`src/hdl/assert_macros.svh`:
```
// Assertion helpers shared by the status LED RTL.
`ifndef ASSERT_MACROS_SVH
`define ASSERT_MACROS_SVH

// Property checked on every rising edge, skipped while in reset.
`define SLPG_ASSERT(lbl, c, r, prop) \
  lbl: assert property (@(posedge c) disable iff (r) (prop)) \
    else $error("%m: assertion failed");

// Condition that must never be seen outside reset.
`define SLPG_NEVER(lbl, c, r, cond) `SLPG_ASSERT(lbl, c, r, !(cond))

`endif

```
`src/hdl/slpg_pkg.sv`:
```
// ----------------------------------------------------------------------------
// slpg_pkg
// Shared types and constants for the status LED pattern generator.
// ----------------------------------------------------------------------------
`default_nettype none

package slpg_pkg;

  // Input transaction layout (tdata bit positions)
  localparam int IN_W          = 72;
  localparam int IN_NOW_LSB    = 0;
  localparam int IN_HELD_BIT   = 32;
  localparam int IN_HOLD_LSB   = 33;
  localparam int IN_LINK_BIT   = 65;
  localparam int IN_PAUSED_BIT = 66;
  localparam int IN_PORTAL_BIT = 67;
  localparam int IN_LOAD_LSB   = 68;
  localparam int OUT_W         = 16;

  // Configuration reset values
  localparam logic [15:0] CONFIRM_RST = 16'd3000;
  localparam logic [15:0] WARN_RST    = 16'd7000;
  localparam logic [15:0] SPEED_RST   = 16'd150;
  localparam logic [15:0] SEARCH_RST  = 16'd1000;

  // Pattern timing
  localparam logic [32:0] CONFIRM_SPAN = 33'd600;
  localparam logic [9:0]  CONFIRM_STEP = 10'd100;
  localparam logic [11:0] BREATH_HALF  = 12'd1500;
  localparam logic [11:0] BREATH_FRAME = 12'd3000;

  // Constant divisors served by the shared unit
  localparam int         DSR_W       = 12;
  localparam logic [2:0] DSEL_WARN   = 3'd0;
  localparam logic [2:0] DSEL_PORTAL = 3'd1;
  localparam logic [2:0] DSEL_BREATH = 3'd2;
  localparam logic [2:0] DSEL_RAMP   = 3'd3;
  localparam logic [2:0] DSEL_DUTY   = 3'd4;

  typedef struct packed {
    logic [15:0] confirm;
    logic [15:0] warn;
    logic [15:0] speed;
    logic [15:0] search;
  } cfg_t;

  typedef struct packed {
    logic        start;
    logic [2:0]  dsel;
    logic [31:0] dividend;
  } div_req_t;

  typedef struct packed {
    logic             busy;
    logic             done;
    logic [31:0]      quot;
    logic [DSR_W-1:0] rem;
  } div_rsp_t;

  typedef struct packed {
    logic       valid;
    logic       led;
    logic       pwm;
    logic [7:0] duty;
  } res_t;

endpackage

`default_nettype wire

```
`src/hdl/slpg_regs.sv`:
```
// ----------------------------------------------------------------------------
// slpg_regs
// APB register file holding the four timing registers.
// ----------------------------------------------------------------------------
`default_nettype none

module slpg_regs
  import slpg_pkg::*;
(
  input  wire logic        clk,
  input  wire logic        rst,
  input  wire logic        psel,
  input  wire logic        penable,
  input  wire logic        pwrite,
  input  wire logic [3:0]  paddr,
  input  wire logic [31:0] pwdata,
  output logic [31:0]      prdata,
  output cfg_t             cfg
);

  localparam logic [1:0] REG_CONFIRM = 2'd0;
  localparam logic [1:0] REG_WARN    = 2'd1;
  localparam logic [1:0] REG_SPEED   = 2'd2;
  localparam logic [1:0] REG_SEARCH  = 2'd3;

  logic       wr;
  logic [1:0] idx;

  assign wr  = psel && penable && pwrite;
  assign idx = paddr[3:2];

  always_ff @(posedge clk) begin
    if (rst) begin
      cfg.confirm <= CONFIRM_RST;
      cfg.warn    <= WARN_RST;
      cfg.speed   <= SPEED_RST;
      cfg.search  <= SEARCH_RST;
    end else if (wr) begin
      unique case (idx)
        REG_CONFIRM: cfg.confirm <= pwdata[15:0];
        REG_WARN:    cfg.warn    <= pwdata[15:0];
        REG_SPEED:   cfg.speed   <= pwdata[15:0];
        REG_SEARCH:  cfg.search  <= pwdata[15:0];
        default: ;
      endcase
    end
  end

  always_comb begin
    unique case (idx)
      REG_CONFIRM: prdata = {16'b0, cfg.confirm};
      REG_WARN:    prdata = {16'b0, cfg.warn};
      REG_SPEED:   prdata = {16'b0, cfg.speed};
      REG_SEARCH:  prdata = {16'b0, cfg.search};
      default:     prdata = 32'b0;
    endcase
  end

endmodule

`default_nettype wire

```
`src/hdl/slpg_div.sv`:
```
// ----------------------------------------------------------------------------
// slpg_div
// Shared division by a fixed constant: reciprocal multiply for the quotient,
// then a second pass through the same 32 by 32 multiplier for the remainder.
// ----------------------------------------------------------------------------
`default_nettype none
`include "assert_macros.svh"

module slpg_div
  import slpg_pkg::*;
(
  input  wire logic     clk,
  input  wire logic     rst,
  input  wire div_req_t req,
  output div_rsp_t      rsp
);

  localparam logic [1:0] PH_MUL1 = 2'd0;
  localparam logic [1:0] PH_QUOT = 2'd1;
  localparam logic [1:0] PH_MUL2 = 2'd2;
  localparam logic [1:0] PH_REM  = 2'd3;

  // floor(x/d) == (x >> k) * M >> s, exact over the dividend range
  localparam logic [31:0] RCP_WARN   = 32'd429496730;
  localparam logic [31:0] RCP_PORTAL = 32'd274877907;
  localparam logic [31:0] RCP_BREATH = 32'd733007752;
  localparam logic [31:0] RCP_RAMP   = 32'd10486;
  localparam logic [31:0] RCP_DUTY   = 32'd65794;

  localparam logic [31:0] DIV_WARN   = 32'd80;
  localparam logic [31:0] DIV_PORTAL = 32'd2000;
  localparam logic [31:0] DIV_BREATH = 32'd3000;
  localparam logic [31:0] DIV_RAMP   = 32'd100;
  localparam logic [31:0] DIV_DUTY   = 32'd255;

  logic             busy;
  logic             done;
  logic [1:0]       ph;
  logic [2:0]       sel;
  logic [31:0]      dvd;
  logic [31:0]      opa;
  logic [31:0]      opb;
  logic [63:0]      prod;
  logic [31:0]      quot;
  logic [DSR_W-1:0] rem;
  logic [31:0]      pre;
  logic [31:0]      recip;
  logic [31:0]      qcalc;
  logic [31:0]      divisor;
  logic [31:0]      diff;

  always_comb begin
    unique case (req.dsel)
      DSEL_WARN: begin
        pre   = {4'b0, req.dividend[31:4]};
        recip = RCP_WARN;
      end
      DSEL_PORTAL: begin
        pre   = {4'b0, req.dividend[31:4]};
        recip = RCP_PORTAL;
      end
      DSEL_BREATH: begin
        pre   = {3'b0, req.dividend[31:3]};
        recip = RCP_BREATH;
      end
      DSEL_RAMP: begin
        pre   = {2'b0, req.dividend[31:2]};
        recip = RCP_RAMP;
      end
      DSEL_DUTY: begin
        pre   = req.dividend;
        recip = RCP_DUTY;
      end
      default: begin
        pre   = req.dividend;
        recip = '0;
      end
    endcase
  end

  always_comb begin
    unique case (sel)
      DSEL_WARN: begin
        qcalc   = prod[62:31];
        divisor = DIV_WARN;
      end
      DSEL_PORTAL: begin
        qcalc   = {3'b0, prod[63:35]};
        divisor = DIV_PORTAL;
      end
      DSEL_BREATH: begin
        qcalc   = {6'b0, prod[63:38]};
        divisor = DIV_BREATH;
      end
      DSEL_RAMP: begin
        qcalc   = prod[49:18];
        divisor = DIV_RAMP;
      end
      DSEL_DUTY: begin
        qcalc   = prod[55:24];
        divisor = DIV_DUTY;
      end
      default: begin
        qcalc   = '0;
        divisor = '0;
      end
    endcase
  end

  assign diff = dvd - prod[31:0];

  always_ff @(posedge clk) begin
    if (rst) begin
      busy <= 1'b0;
      done <= 1'b0;
      ph   <= PH_MUL1;
    end else begin
      done <= 1'b0;
      if (req.start) begin
        busy <= 1'b1;
        ph   <= PH_MUL1;
      end else if (busy) begin
        if (ph == PH_REM) begin
          busy <= 1'b0;
          done <= 1'b1;
          ph   <= PH_MUL1;
        end else begin
          ph <= ph + 2'd1;
        end
      end
    end
  end

  always_ff @(posedge clk) begin
    if (req.start) begin
      sel <= req.dsel;
      dvd <= req.dividend;
      opa <= pre;
      opb <= recip;
    end else if (busy) begin
      unique case (ph) inside
        PH_MUL1, PH_MUL2: prod <= {32'b0, opa} * {32'b0, opb};
        PH_QUOT: begin
          quot <= qcalc;
          opa  <= qcalc;
          opb  <= divisor;
        end
        PH_REM: rem <= diff[DSR_W-1:0];
      endcase
    end
  end

  assign rsp.busy = busy;
  assign rsp.done = done;
  assign rsp.quot = quot;
  assign rsp.rem  = rem;

  `SLPG_NEVER(a_start_idle, clk, rst, req.start && busy)
  `SLPG_ASSERT(a_done_end, clk, rst, done |-> (!busy && $past(busy)))
  `SLPG_NEVER(a_idle_phase, clk, rst, !busy && (ph != PH_MUL1))

endmodule

`default_nettype wire

```
`src/hdl/slpg_seq.sv`:
```
// ----------------------------------------------------------------------------
// slpg_seq
// Pattern sequencer: mode priority, LED state and divider scheduling.
// ----------------------------------------------------------------------------
`default_nettype none
`include "assert_macros.svh"

module slpg_seq
  import slpg_pkg::*;
(
  input  wire logic            clk,
  input  wire logic            rst,
  input  wire cfg_t            cfg,
  input  wire logic            s_tvalid,
  output logic                 s_tready,
  input  wire logic [IN_W-1:0] s_tdata,
  output res_t                 res,
  input  wire logic            res_ready,
  output div_req_t             div_req,
  input  wire div_rsp_t        div_rsp
);

  localparam logic [1:0] ST_IDLE = 2'd0;
  localparam logic [1:0] ST_EVAL = 2'd1;
  localparam logic [1:0] ST_WAIT = 2'd2;
  localparam logic [1:0] ST_DONE = 2'd3;

  localparam logic [2:0] OP_WARN   = 3'd0;
  localparam logic [2:0] OP_PORTAL = 3'd1;
  localparam logic [2:0] OP_FOLD   = 3'd2;
  localparam logic [2:0] OP_RAMP   = 3'd3;
  localparam logic [2:0] OP_DUTY   = 3'd4;

  logic [1:0]  state, state_next;
  logic [2:0]  op, op_next;
  logic        led_level, led_level_next;
  logic        toggle_level, toggle_level_next;
  logic [2:0]  blinks_left, blinks_left_next;
  logic [31:0] last_blink, last_blink_next;
  logic [31:0] last_toggle, last_toggle_next;
  logic        res_pwm, res_pwm_next;
  logic [7:0]  res_duty, res_duty_next;

  logic [31:0] in_now;
  logic        in_held;
  logic [31:0] in_hold;
  logic        in_link;
  logic        in_paused;
  logic        in_portal;

  logic        accept;
  logic [2:0]  load;
  logic [32:0] lo, hi, dur;
  logic        in_confirm;
  logic [9:0]  cdiff;
  logic        confirm_even;
  logic        warn_zone;
  logic        blink_due;
  logic        search_due;
  logic [10:0] pcyc;
  logic        portal_lit;
  logic [11:0] bcyc;
  logic [11:0] bfold;
  logic [10:0] ramp_base;
  logic [15:0] ramp_prod;
  logic [7:0]  bright;
  logic [15:0] bright_sq;

  assign s_tready = (state == ST_IDLE);
  assign accept   = s_tvalid && s_tready;
  assign load     = s_tdata[IN_LOAD_LSB +: 3];

  assign lo           = {17'b0, cfg.confirm};
  assign hi           = lo + CONFIRM_SPAN;
  assign dur          = {1'b0, in_hold};
  assign in_confirm   = (dur >= lo) && (dur < hi);
  assign cdiff        = in_hold[9:0] - cfg.confirm[9:0];
  assign confirm_even = (cdiff < CONFIRM_STEP)
                     || ((cdiff >= 10'd200) && (cdiff < 10'd300))
                     || ((cdiff >= 10'd400) && (cdiff < 10'd500));
  assign warn_zone    = in_hold >= {16'b0, cfg.warn};
  assign blink_due    = (in_now - last_blink) > {16'b0, cfg.speed};
  assign search_due   = (in_now - last_toggle) > {16'b0, cfg.search};

  assign pcyc       = div_rsp.rem[10:0];
  assign portal_lit = (pcyc < 11'd100)
                   || ((pcyc > 11'd200) && (pcyc < 11'd300))
                   || ((pcyc > 11'd400) && (pcyc < 11'd500));

  assign bcyc      = div_rsp.rem;
  assign bfold     = BREATH_FRAME - bcyc;
  assign ramp_base = (bcyc < BREATH_HALF) ? bcyc[10:0] : bfold[10:0];
  // x*255/1500 == x*17/100
  assign ramp_prod = ({5'b0, ramp_base} << 4) + {5'b0, ramp_base};
  assign bright    = div_rsp.quot[7:0];
  assign bright_sq = {8'b0, bright} * {8'b0, bright};

  always_comb begin
    state_next        = state;
    op_next           = op;
    led_level_next    = led_level;
    toggle_level_next = toggle_level;
    blinks_left_next  = blinks_left;
    last_blink_next   = last_blink;
    last_toggle_next  = last_toggle;
    res_pwm_next      = res_pwm;
    res_duty_next     = res_duty;
    div_req           = '0;

    unique case (state)
      ST_IDLE: begin
        if (s_tvalid) begin
          state_next    = ST_EVAL;
          res_pwm_next  = 1'b0;
          res_duty_next = 8'd0;
          if (load != 3'd0) begin
            blinks_left_next  = load;
            toggle_level_next = 1'b0;
            last_blink_next   = s_tdata[IN_NOW_LSB +: 32];
            led_level_next    = 1'b0;
          end
        end
      end
      ST_EVAL: begin
        state_next = ST_DONE;
        if (in_held) begin
          if (in_confirm) begin
            led_level_next = confirm_even;
          end else if (warn_zone) begin
            div_req.start    = 1'b1;
            div_req.dividend = in_hold;
            div_req.dsel     = DSEL_WARN;
            op_next          = OP_WARN;
            state_next       = ST_WAIT;
          end else if (dur < lo) begin
            led_level_next = 1'b1;
          end
        end else if (blinks_left != 3'd0) begin
          if (blink_due) begin
            toggle_level_next = ~toggle_level;
            led_level_next    = ~toggle_level;
            last_blink_next   = in_now;
            if (toggle_level) begin
              blinks_left_next = blinks_left - 3'd1;
            end
          end
        end else if (in_portal) begin
          div_req.start    = 1'b1;
          div_req.dividend = in_now;
          div_req.dsel     = DSEL_PORTAL;
          op_next          = OP_PORTAL;
          state_next       = ST_WAIT;
        end else if (in_link) begin
          if (in_paused) begin
            div_req.start    = 1'b1;
            div_req.dividend = in_now;
            div_req.dsel     = DSEL_BREATH;
            op_next          = OP_FOLD;
            state_next       = ST_WAIT;
          end else begin
            led_level_next = 1'b1;
          end
        end else if (search_due) begin
          toggle_level_next = ~toggle_level;
          led_level_next    = ~toggle_level;
          last_toggle_next  = in_now;
        end
      end
      ST_WAIT: begin
        if (div_rsp.done) begin
          case (op)
            OP_WARN: begin
              led_level_next = ~div_rsp.quot[0];
              state_next     = ST_DONE;
            end
            OP_PORTAL: begin
              led_level_next = portal_lit;
              state_next     = ST_DONE;
            end
            OP_FOLD: begin
              div_req.start    = 1'b1;
              div_req.dividend = {16'b0, ramp_prod};
              div_req.dsel     = DSEL_RAMP;
              op_next          = OP_RAMP;
            end
            OP_RAMP: begin
              div_req.start    = 1'b1;
              div_req.dividend = {16'b0, bright_sq};
              div_req.dsel     = DSEL_DUTY;
              op_next          = OP_DUTY;
            end
            default: begin
              res_pwm_next  = 1'b1;
              res_duty_next = div_rsp.quot[7:0];
              state_next    = ST_DONE;
            end
          endcase
        end
      end
      default: begin
        if (res_ready) begin
          state_next = ST_IDLE;
        end
      end
    endcase
  end

  always_ff @(posedge clk) begin
    if (rst) begin
      state        <= ST_IDLE;
      op           <= OP_WARN;
      led_level    <= 1'b0;
      toggle_level <= 1'b0;
      blinks_left  <= 3'd0;
      last_blink   <= 32'd0;
      last_toggle  <= 32'd0;
      res_pwm      <= 1'b0;
      res_duty     <= 8'd0;
    end else begin
      state        <= state_next;
      op           <= op_next;
      led_level    <= led_level_next;
      toggle_level <= toggle_level_next;
      blinks_left  <= blinks_left_next;
      last_blink   <= last_blink_next;
      last_toggle  <= last_toggle_next;
      res_pwm      <= res_pwm_next;
      res_duty     <= res_duty_next;
    end
  end

  always_ff @(posedge clk) begin
    if (accept) begin
      in_now    <= s_tdata[IN_NOW_LSB +: 32];
      in_held   <= s_tdata[IN_HELD_BIT];
      in_hold   <= s_tdata[IN_HOLD_LSB +: 32];
      in_link   <= s_tdata[IN_LINK_BIT];
      in_paused <= s_tdata[IN_PAUSED_BIT];
      in_portal <= s_tdata[IN_PORTAL_BIT];
    end
  end

  assign res.valid = (state == ST_DONE);
  assign res.led   = led_level;
  assign res.pwm   = res_pwm;
  assign res.duty  = res_duty;

  `SLPG_ASSERT(a_wait_div, clk, rst, (state == ST_WAIT) |-> (div_rsp.busy || div_rsp.done))
  `SLPG_NEVER(a_idle_div, clk, rst, (state == ST_IDLE) && div_rsp.busy)
  `SLPG_ASSERT(a_duty_off, clk, rst, (res.valid && !res_pwm) |-> (res_duty == 8'd0))

endmodule

`default_nettype wire

```
`src/hdl/status_led_pattern_generator_core.sv`:
```
// ----------------------------------------------------------------------------
// status_led_pattern_generator_core
// Status LED pattern generator: one transaction per millisecond tick in,
// one LED/PWM result transaction out.
//
//  Channel  Dir  Handshake                     Contents
//  s_*      in   s_tvalid/s_tready             tick: time, button, link, load
//  m_*      out  m_tvalid/m_tready             led_lit, pwm_active, pwm_duty
//  APB      in   psel/penable/pwrite/pready    four 16 bit timing registers
//
// Work per tick: speed blink, solid, search and the other hold cases need no
//   division; warning flash and portal mode use one division; breathing uses
//   three divisions, the last on the squared brightness.
// Each constant division takes two passes through the shared multiplier.
// One tick in flight at a time; s_tready is high only while idle.
// A result waiting in the output register stalls the sequencer at its end.
// Reset is synchronous; it clears the LED state and loads the timing registers with their reset values.
// ----------------------------------------------------------------------------
`default_nettype none

module status_led_pattern_generator_core
  import slpg_pkg::*;
(
  input  wire logic             clk,
  input  wire logic             rst,
  // APB configuration
  input  wire logic             psel,
  input  wire logic             penable,
  input  wire logic             pwrite,
  input  wire logic [3:0]       paddr,
  input  wire logic [31:0]      pwdata,
  output logic [31:0]           prdata,
  output logic                  pready,
  // Tick stream in
  input  wire logic             s_tvalid,
  output logic                  s_tready,
  // [31:0] now_ms, [32] button_held, [64:33] hold_ms, [65] link_up,
  // [66] jiggle_paused, [67] portal_on, [70:68] blink_load, [71] zero
  input  wire logic [IN_W-1:0]  s_tdata,
  // Result stream out
  output logic                  m_tvalid,
  input  wire logic             m_tready,
  // [0] led_lit, [1] pwm_active, [9:2] pwm_duty, [15:10] zero
  output logic [OUT_W-1:0]      m_tdata
);

  cfg_t     cfg;
  div_req_t div_req;
  div_rsp_t div_rsp;
  res_t     res;
  logic     res_ready;

  assign pready    = 1'b1;
  assign res_ready = !m_tvalid || m_tready;

  slpg_regs u_regs (
    .clk     (clk),
    .rst     (rst),
    .psel    (psel),
    .penable (penable),
    .pwrite  (pwrite),
    .paddr   (paddr),
    .pwdata  (pwdata),
    .prdata  (prdata),
    .cfg     (cfg)
  );

  slpg_div u_div (
    .clk (clk),
    .rst (rst),
    .req (div_req),
    .rsp (div_rsp)
  );

  slpg_seq u_seq (
    .clk       (clk),
    .rst       (rst),
    .cfg       (cfg),
    .s_tvalid  (s_tvalid),
    .s_tready  (s_tready),
    .s_tdata   (s_tdata),
    .res       (res),
    .res_ready (res_ready),
    .div_req   (div_req),
    .div_rsp   (div_rsp)
  );

  always_ff @(posedge clk) begin
    if (rst) begin
      m_tvalid <= 1'b0;
    end else if (res.valid && res_ready) begin
      m_tvalid <= 1'b1;
    end else if (m_tready) begin
      m_tvalid <= 1'b0;
    end
  end

  always_ff @(posedge clk) begin
    if (res.valid && res_ready) begin
      m_tdata <= {6'b0, res.duty, res.pwm, res.led};
    end
  end

endmodule

`default_nettype wire

```
`config.mk`:
```
export PLATFORM = sky130hd
export DESIGN_NAME = status_led_pattern_generator_core
export DESIGN_NICKNAME = d
export VERILOG_FILES = /design/src/hdl/slpg_pkg.sv /design/src/hdl/slpg_regs.sv /design/src/hdl/slpg_div.sv /design/src/hdl/slpg_seq.sv /design/src/hdl/status_led_pattern_generator_core.sv
export VERILOG_INCLUDE_DIRS = /design/src /design/src/hdl
export SDC_FILE = /design/constraint.sdc
export NUM_CORES = 2
export LEC_CHECK = 0
export BUFFER_PORTS_ARGS = -buffer_cell sky130_fd_sc_hd__buf_2
export CELL_PAD_IN_SITES_DETAIL_PLACEMENT = 0
export CELL_PAD_IN_SITES_GLOBAL_PLACEMENT = 1
export CORE_AREA = 4 4 371 373
export CTS_BUF_LIST = sky130_fd_sc_hd__clkbuf_2
export DETAILED_ROUTE_END_ITERATION = 10
export DIE_AREA = 0 0 375 377
export PLACE_DENSITY = 0.64
export SLEW_MARGIN = 0
export SYNTH_ARGS = -nofsm -noshare
export SYNTH_HDL_FRONTEND = slang
export SYNTH_SLANG_ARGS = --single-unit
```
`constraint.sdc`:
```
create_clock -name clk -period 14 [get_ports clk]
set_clock_uncertainty 0.15 [all_clocks]
set_input_delay 1.4 -clock clk [delete_from_list [all_inputs] [get_ports clk]]
set_output_delay 1.4 -clock clk [all_outputs]
set_load 0.005 [all_outputs]
```
==> impl_summary.txt <==
----------------------------------------------------
[Timing]
  Minimum clock period ... 9020 ps
  Number of failing setup endpoints in the final timing report ... 0
  Final number of hold-violating endpoints ... 0
  Worst Hold Margin ... between 200 and 250 ps
  Final clock period utilization by the worst path ... 0.644
  Setup slack of the critical path after layout ... between 4000 and 5000 ps
  Achievable frequency ... roughly 110 MHz
  RSZ-0062 raised after global routing ... no
  Tightest slew margin relative to the limit ... 0.170
  Final TNS setup ... 0 ps
  Count of final max-slew check failures ... 0
  Slew at the pin with the worst max-slew slack ... 1240 ps

[Clock tree]
  Cells resized by post-CTS repair ... 0
  Hold Buf Count CTS ... 0
  Max Buffers Root-to-Sink ... 3
  Number of H-tree levels ... 3
  TritonCTS Sinks ... 375
  Number of buffers created by CTS ... 100
  Worst-Skew Late Latency ... 1190 ps
  Clk Tree Root Cell ... clkbuf_2
  Reg clk slew, reported paths ... roughly 150 ps
  TritonCTS clock tree ... yes
  Number of buffers inserted by post-CTS setup repair ... 0

[Finish]
  Fraction of final layout cells sized beyond drive strength 1 ... 0.0759
  Util after Layout ... 0.431
  Number of filler cells placed in the layout ... about 13000
  Final net count ... 7334
  Area delta synth->final ... 6.02%

[Setup path]
  Kind of capture point of the worst setup path ... register
  Critical path launch point type ... register
  Worst Path Arrival ... a little under 10000 ps
  Largest fanout on the critical path ... 20
  Critical Setup Path Class ... reg2reg
  Sum of buffers and inverters on the critical path ... 6
  Delay-heaviest family, CP ... adder cells
  Most repeated library cell on the critical path ... fa_1
  Worst endpoint required time ... between 10000 and 15000 ps
  Slowest cell on the critical path ... edfxtp_1
  Max stage delay on crit path ... about 1000 ps

[Status]
  Outcome ... complete, no violations

[Floorplanning]
  I/O Pins ... about 170
  Number of placement rows ... ~140
  Core area ... between 100000 and 150000 sq um
  Effective utilization at floorplan ... 0.407
  Die area ... roughly 140000 sq um
  Die W ... 375 microns
  Die height ... 377 microns

[Detailed routing]
  Avg Vias per Cell ... about 5.3
  Number of DRC markers in iteration 0 ... 2652
  Routed length per placed instance ... 21.3 microns
  Post-detailed-routing wire length ... between 150000 and 200000 microns
  Total via count after detailed routing ... 40900
  Initial DRT Pass Iterations ... 6
  DRC viols ... 0
  Post-route ant nets ... 0

[Global routing]
  Wire length of the first global-routing pass ... between 200000 and 300000 microns
  Maximum number of pins on one net before global-route repair ... 69
  GRT Overall Usage ... 0.234
  Via count of the first global-routing pass ... ~42000
  Antenna violations before repair ... 3
  Remaining global-route overflow ... 0

[Placed design]
  Input/output buffers ... ~120
  Final GP Congestion ... about 0.91
  Dpl hpwl ... between 100000 and 150000 microns
  Post-placement worst setup slack ... 4920 ps

[Synthesis]
  Combined area of all synthesized cells ... 54700 sq um
  Synthesis-stage register bit count ... between 300 and 400
  Fraction of synthesis flops using an asynchronous set or reset pin ... 0
  Number of synthesized flops with an enable pin ... roughly 220
  Cells after synthesis ... 5841
  Average footprint of a synthesized cell ... roughly 9.4 sq um
  Most used DFF post-synth ... edfxtp_1
  Warnings, synthesis ... 0
  Count of distinct cell types in the synthesized netlist ... 92
  Sequential area share after synthesis ... 0.178

[Flow run]
  Reported max-cap violation count ... 0

[Hold path]
  Class of the worst hold path ... in2reg

----------------------------------------------------
## Yosys cell counts (all sizes together) (47+ instances only)
master / count / share of area
inv: 1110 / 0.076
fa: 798 / 0.29
ha: 540 / 0.12
nand2: 509 / 0.035
and2: 464 / 0.053
a21oi: 272 / 0.025
clkbuf: 227 / 0.016
edfxtp: 223 / 0.12
nor2: 218 / 0.015
dfxtp: 152 / 0.056
o21ai: 141 / 0.013
xnor2: 107 / 0.017
a21o: 96 / 0.013
a211oi: 86 / 0.015
mux2i: 67 / 0.012
nor2b: 63 / 0.0072
nand3: 56 / 0.0051
buf: 52 / 0.0063
xor2: 52 / 0.0083
o22ai: 47 / 0.0054
## state kept, by name, indices dropped and copies added, names as in the netlist, 8 cells and up
name and count:
u_seq.in_now 32, u_seq.in_hold 32, u_seq.last_toggle 32, u_div.opa 32, u_regs.cfg 64, u_div.prod 58, u_div.rem 12, u_div.quot 8
u_div.opb 20, u_seq.last_blink 32, m_tdata 10, u_seq.res_duty 8, u_div.dvd 12
## cell families after synthesis
logic type | count (synthesis) | share of synthesized area
flops | 375 | 0.178
xor+xnor | 159 | 0.0254
fa+ha+maj | 1339 | 0.416
buf+inv | 1390 | 0.0981
compound gates | 958 | 0.119
mux | 101 | 0.0248
other cells | 2 | 0.000137
simple gates | 1517 | 0.139
## cell type report
| class | instances | area [sq um] | area share |
|---|---|---|---|
| Antenna cell | 2 | 5.00 | 0.0000863 |
| Clock buffer | 143 | 716 | 0.0123 |
| Clock inverter | 37 | 240 | 0.00414 |
| Inverter | 1111 | 4170 | 0.0719 |
| Multi-Input combinational cell | 4097 | 39800 | 0.685 |
| Sequential cell | 375 | 9740 | 0.168 |
| Tap cell | 1781 | 2230 | 0.0384 |
| Timing Repair Buffer | 196 | 1170 | 0.0201 |
## metrics by stage
| step | instance area (sq um) | instances |
|---|---|---|
| after floorplan | 54800 | 5862 |
| after global placement | 57100 | 7560 |
| after detailed placement | 57100 | 7560 |
| after CTS | 58000 | 7740 |
| after global routing | 58000 | 7741 |
| final | 58000 | 7742 |
## per-layer routing
metal	vias to the layer above	wire length, microns	global-route usage
li1	19100	-	-
met1	20600	74900	0.325
met2	1005	78500	0.396
met3	186	7810	0.0243
met4	0	3620	0.0544
met5	-	0	0
## layout by cell type (no fill, tap or decap), drive strengths merged, types with 44 or more instances in the layout
master  netlist  final
a211oi       86     86
o21ai       141    141
edfxtp      223    223
and2        464    464
dfxtp       152    152
nor2b        63     63
clkbuf      227    143
inv        1110   1111
fa          798    798
ha          540    540
xor2         52     52
buf          52    196
nand3        56     56
a21o         96     96
xnor2       107    107
nor2        218    218
o211ai       44     44
a21oi       272    272
o22ai        47     47
nand2       509    509
mux2i        67     67
## worst paths after layout
path	start	endpoint	slack (ps)	depth (start not counted)
hold / removal	s_tdata[46]	u_seq.in_hold[13]	230	1
setup reg to reg	u_div.opa[3]	u_div.prod[48]	4980	25
hold reg to reg	u_seq.res_duty[4]	m_tdata[6]	290	0
setup / recovery	u_div.opa[3]	u_div.prod[48]	4980	25
Power is left out: the tool's default activity adds up to more than one toggle a clock period on the data nets, which glitch-free logic cannot reach.
